$ cat src/design/salc_ram.sv
// salc_ram: generic single write port ram with registered read
// no dependencies
module salc_ram #(
  parameter int WIDTH = 8,
  parameter int DEPTH = 16
) (
  input  logic                                  clk,
  input  logic                                  we,
  input  logic [(DEPTH > 1 ? $clog2(DEPTH) : 1)-1:0] waddr,
  input  logic [WIDTH-1:0]                      wdata,
  input  logic                                  re,
  input  logic [(DEPTH > 1 ? $clog2(DEPTH) : 1)-1:0] raddr,
  output logic [WIDTH-1:0]                      rdata
);

  logic [WIDTH-1:0] mem [DEPTH];

  always_ff @(posedge clk) begin
    if (we) begin
      mem[waddr] <= wdata;
    end
    if (re) begin
      rdata <= mem[raddr];
    end
  end

endmodule

$ cat config.mk
export PLATFORM = sky130hd
export DESIGN_NAME = salc_ram
export DESIGN_NICKNAME = d
export VERILOG_FILES = /design/src/design/salc_ram.sv
export SDC_FILE = /design/constraint.sdc
export NUM_CORES = 1
export LEC_CHECK = 0
export BUFFER_PORTS_ARGS = -buffer_cell sky130_fd_sc_hd__buf_2
export CELL_PAD_IN_SITES_DETAIL_PLACEMENT = 1
export CELL_PAD_IN_SITES_GLOBAL_PLACEMENT = 2
export CORE_MARGIN = 4
export CORE_UTILIZATION = 50
export CTS_BUF_LIST = sky130_fd_sc_hd__clkbuf_8
export DETAILED_ROUTE_END_ITERATION = 8
export GPL_TIMING_DRIVEN = 1
export PLACE_DENSITY = 0.77
export SLEW_MARGIN = 20
export SYNTH_ARGS = -nofsm -noshare
export SYNTH_HDL_FRONTEND = slang
export SYNTH_SLANG_ARGS = --single-unit
$ cat constraint.sdc
create_clock -name clk -period 2.35 [get_ports clk]
set_input_delay 0.235 -clock clk [delete_from_list [all_inputs] [get_ports clk]]
set_output_delay 0.235 -clock clk [all_outputs]
set_load 0.05 [all_outputs]
# Word-level counts from Yosys, hierarchy flattened
# Memories as Yosys holds them, arrays and structs flattened. A register that Yosys moved wholly into a read port is not among the register bits.
# Cells that the tools add are included.
dict set report word_totals {
  ff_bits 0
  ramBits 128
  out_inout_bits 8
  mem_count 1
}
dict set report classes {
  mux 2
}
# name words word_bits rd rd_clocked_by_memory_dff write_ports line_no
set memory_table {}
lappend memory_table {mem 16 8 1 1 1 16} ;# logic [WIDTH-1:0] mem [DEPTH];
# op n
set ops {}
lappend ops {{2-to-1 mux 1 bit} 2}

# Logic depth before layout (Yosys ltp)
dict set report depth {
  word_depth 2
  ltp_mapped 5
  mapped_depth_nobuf 3
}

# Worst setup path after synthesis
# OpenSTA, ideal clock, no wires.
dict set report synth_timing {
  path_kind {input to register}
  startpoint {input waddr[2] in the netlist's numbering}
  endpoint {memory mem[0][0] (enable)}
  setup_ns 0.383
  arrival_time_ns 1.345
  required_time_ns 1.967
  slack_ns 0.622
  path_stages 2
  path_buffers 0
  path_cell_list {or3b_2 nor3_1}
}
# element line_no
set synth_rtl {}
lappend synth_rtl {{start: declaration} 9} ;# input logic [(DEPTH > 1 ? $clog2(DEPTH) : 1)-1:0] waddr,
lappend synth_rtl {{end: declaration} 16}
# No word-level cell before the write port.

==> run summary <==
Status = finished, final reports clean
Tightest Pin Transition = 0.757 ns
Number of buffers inserted by port buffering = 26
Mux contribution to synthesized area = 0.148
Post-route ant nets = 0
Seq/Total Area, Yosys = 0.781
Critical path's top delay family = multiplexers
Worst slack at placement = 0.480 ns
Placed wire-length estimate = 6.94 mm
Die Outline Area = 12200 um^2
Commonest non-fill, non-tap cells in the layout = 136 x sky130_fd_sc_hd__edfxtp_1, 26 x sky130_fd_sc_hd__buf_2, 18 x sky130_fd_sc_hd__mux4_2
Final nets = 301
Combinational share of power = 0.062
Iteration count of the initial detailed-routing pass = 4
Die span in x = 110 um
Proportion of total power due to net switching = 0.218
Clock period minus final worst setup slack = 1.57 ns
Per-cell via count in the routed design = 5.69
Fill cell total of the finished layout = 867
Basic-gate share of the synthesized area counting and, or, nand and nor cells = 0.0314
Critical path class = reg2reg
Total Routed Length = 10.6 mm
CTS Root Buffer Type = sky130_fd_sc_hd__clkbuf_8
Critical-path maximum fanout = 1
Multi-input combinational cell area = 1060 um^2
Category of the worst setup path capture point = flip-flop
Setup TNS = 0 ns
Cell Int Power = 3.64 mW
Setup Fix Bufs, Post-CTS = 0
Most frequent standard cell in the layout excluding fill and tap cells = sky130_fd_sc_hd__edfxtp_1
Non-filler cells in the finished layout = 431
# setup viols final = 0
Top achievable clock speed = 0.635 GHz
Vias in the first global route = 2632
Power per unit of standard cell area = 783 nW/um^2
Count of standard-cell rows = 37
Critical path data required time = 2.52 ns
1st-iter DRT viols = 201
Power share of the clock group = 0.347
Synthesized area = 5230 um^2
Worst-path clk slew = 0.08 ns
Crit path buf inv count = 0
Routability congestion estimate from global placement = 0.712
Net switching component of the power = 1.01 mW
Number of buffers between clock root and the deepest sink = 2
H-Tree Depth = 4
Num CTS Buffers = 17
Post-synthesis average cell area = 22.8 um^2
Count of mapped cells out of synthesis = 229
DRC violation count after routing = 0
Count of pins over their slew limit = 0
Lkg Pwr = 2.00 nW
Proportion of layout cells with a drive suffix above 1 = 0.302
Final setup slack of the worst path = 0.775 ns
Worst-path cell chain = mux4_2 > a22oi_1 > nand2_1
Library cells used by synthesis = 18
Combined flip-flop and latch cell area = 4080 um^2
Max Cap Viol = 0
Placed cells = 399
RSZ-0062 raised after global routing = no
Post-route core utilization = 0.580
TritonCTS clock tree = yes
Die Y = 110 um
Largest net degree at the start of global routing = 33
Crit share post-route = 0.670
Layout overhead on the synthesized area = 13.5%
Final hold slack = 0.188 ns
First-pass GRT wire length = 16.2 mm
Arrival time reported for the critical path endpoint = 1.74 ns
Share of the synthesized area in compound gates (AO/OA/AOI/OAI) = 0.0230
Overall Global Routing Usage = 0.198
Power share of the sequential group = 0.591
Number of nets produced by synthesis = 248
Worst path max stage delay = 0.49 ns
I/O pin total = 27
Final hold viol count = 0
Dominant combinational cell family by area after synthesis = multiplexers
IR drop worst, VDD = 306 uV
# clock sinks = 136
Fraction of the mapped netlist area in adder cells = 0
Clock latency reported for the late side of the worst-skew pair = 0.42 ns
Post-route clock skew = 0.00947 ns
Total overflow reported by the global router = 0
Area of the placeable core = 10200 um^2
Number of storage elements in the synthesis netlist = 136
Average routed wire per standard cell = 24.5 um
Worst-case headroom to the max-slew limit = 0.494
Total inserted antenna cells = 0
Hold Buf Count CTS = 0
Initial antenna violation count = 0
Post_cts resized = 0
Xor/xnor cell area share of the yosys netlist = 0
Crit start category = flip-flop
Vias after detailed routing = 2454
Initial core utilization = 0.511
Slowest stage cell, crit path = sky130_fd_sc_hd__mux4_2
Number of synthesis warnings = 0
Worst hold path type = in2reg
[per-layer routing]
metal,GRT usage,wire length (um),share of wire
met5,0,0,0
met4,0.0660,198,0.019
met3,0.0617,443,0.042
met2,0.314,5360,0.51
met1,0.262,4570,0.43
[worst paths after layout]
path                        startpoint                   to  slack (ns)  cells after the start
hold / removal                wdata[5]  mem[1][5]$_DFFE_PP_        0.19                      1
setup reg to reg  mem[11][7]$_DFFE_PP_   rdata[7]$_DFFE_PP_        0.78                      3
hold reg to reg   mem[14][0]$_DFFE_PP_   rdata[0]$_DFFE_PP_        0.76                      3
setup / recovery  mem[11][7]$_DFFE_PP_   rdata[7]$_DFFE_PP_        0.78                      3
[state kept, by name, summed over array words and instances (netlist names)]
signal  count
mem       128
rdata       8
[stage by stage]
stage                     total power [mW]  cell area (um^2)
after CTS                             4.69              5930
after global placement                3.08              5600
final                                 4.65              5930
after detailed placement              3.09              5600
after global routing                  4.85              5930
after floorplan                       2.97              5230
[synthesized netlist by cell type]
cell type	count	area (um^2)
sky130_fd_sc_hd__nor3_1	4	20.0
sky130_fd_sc_hd__or3b_2	1	8.76
sky130_fd_sc_hd__nor2b_1	1	6.26
sky130_fd_sc_hd__and2b_1	1	7.51
sky130_fd_sc_hd__nand3_1	1	5.00
sky130_fd_sc_hd__mux4_2	18	405
sky130_fd_sc_hd__nand3b_1	2	15.0
sky130_fd_sc_hd__buf_2	3	15.0
sky130_fd_sc_hd__clkdlybuf4s25_2	3	30.0
sky130_fd_sc_hd__a22oi_1	16	120
sky130_fd_sc_hd__and2_1	1	6.26
sky130_fd_sc_hd__buf_4	1	7.51
sky130_fd_sc_hd__edfxtp_1	136	4080
sky130_fd_sc_hd__nand2_1	9	33.8
sky130_fd_sc_hd__nor2_1	13	48.8
sky130_fd_sc_hd__buf_6	3	33.8
sky130_fd_sc_hd__mux4_1	14	368
sky130_fd_sc_hd__nand2b_1	2	12.5
[logic make-up after synthesis]
| logic type | Yosys count |
|---|---|
| buffers and inverters | 10 |
| AOI/OAI and AO/OA | 16 |
| DFF | 136 |
| muxes | 32 |
| and+or+nand+nor | 35 |
[power by group through the flow]
stage               registers, mW  clock network (mW)  logic (mW)
finish                       2.75                1.61       0.286
global route                 2.75                1.79       0.309
CTS                          2.75                1.65       0.293
detailed placement           2.80                   0       0.292
global placement             2.80                   0       0.284
floorplan                    2.84                   0       0.138
[cell type report]
class                   instances  area share
clock buffers                  17      0.0394
clock inverters                15      0.0164
multi-input cells              83       0.178
flip-flops and latches        136       0.688
well taps                     136      0.0287
repair buffers                 44      0.0489
(Power assumes the default switching activity.)
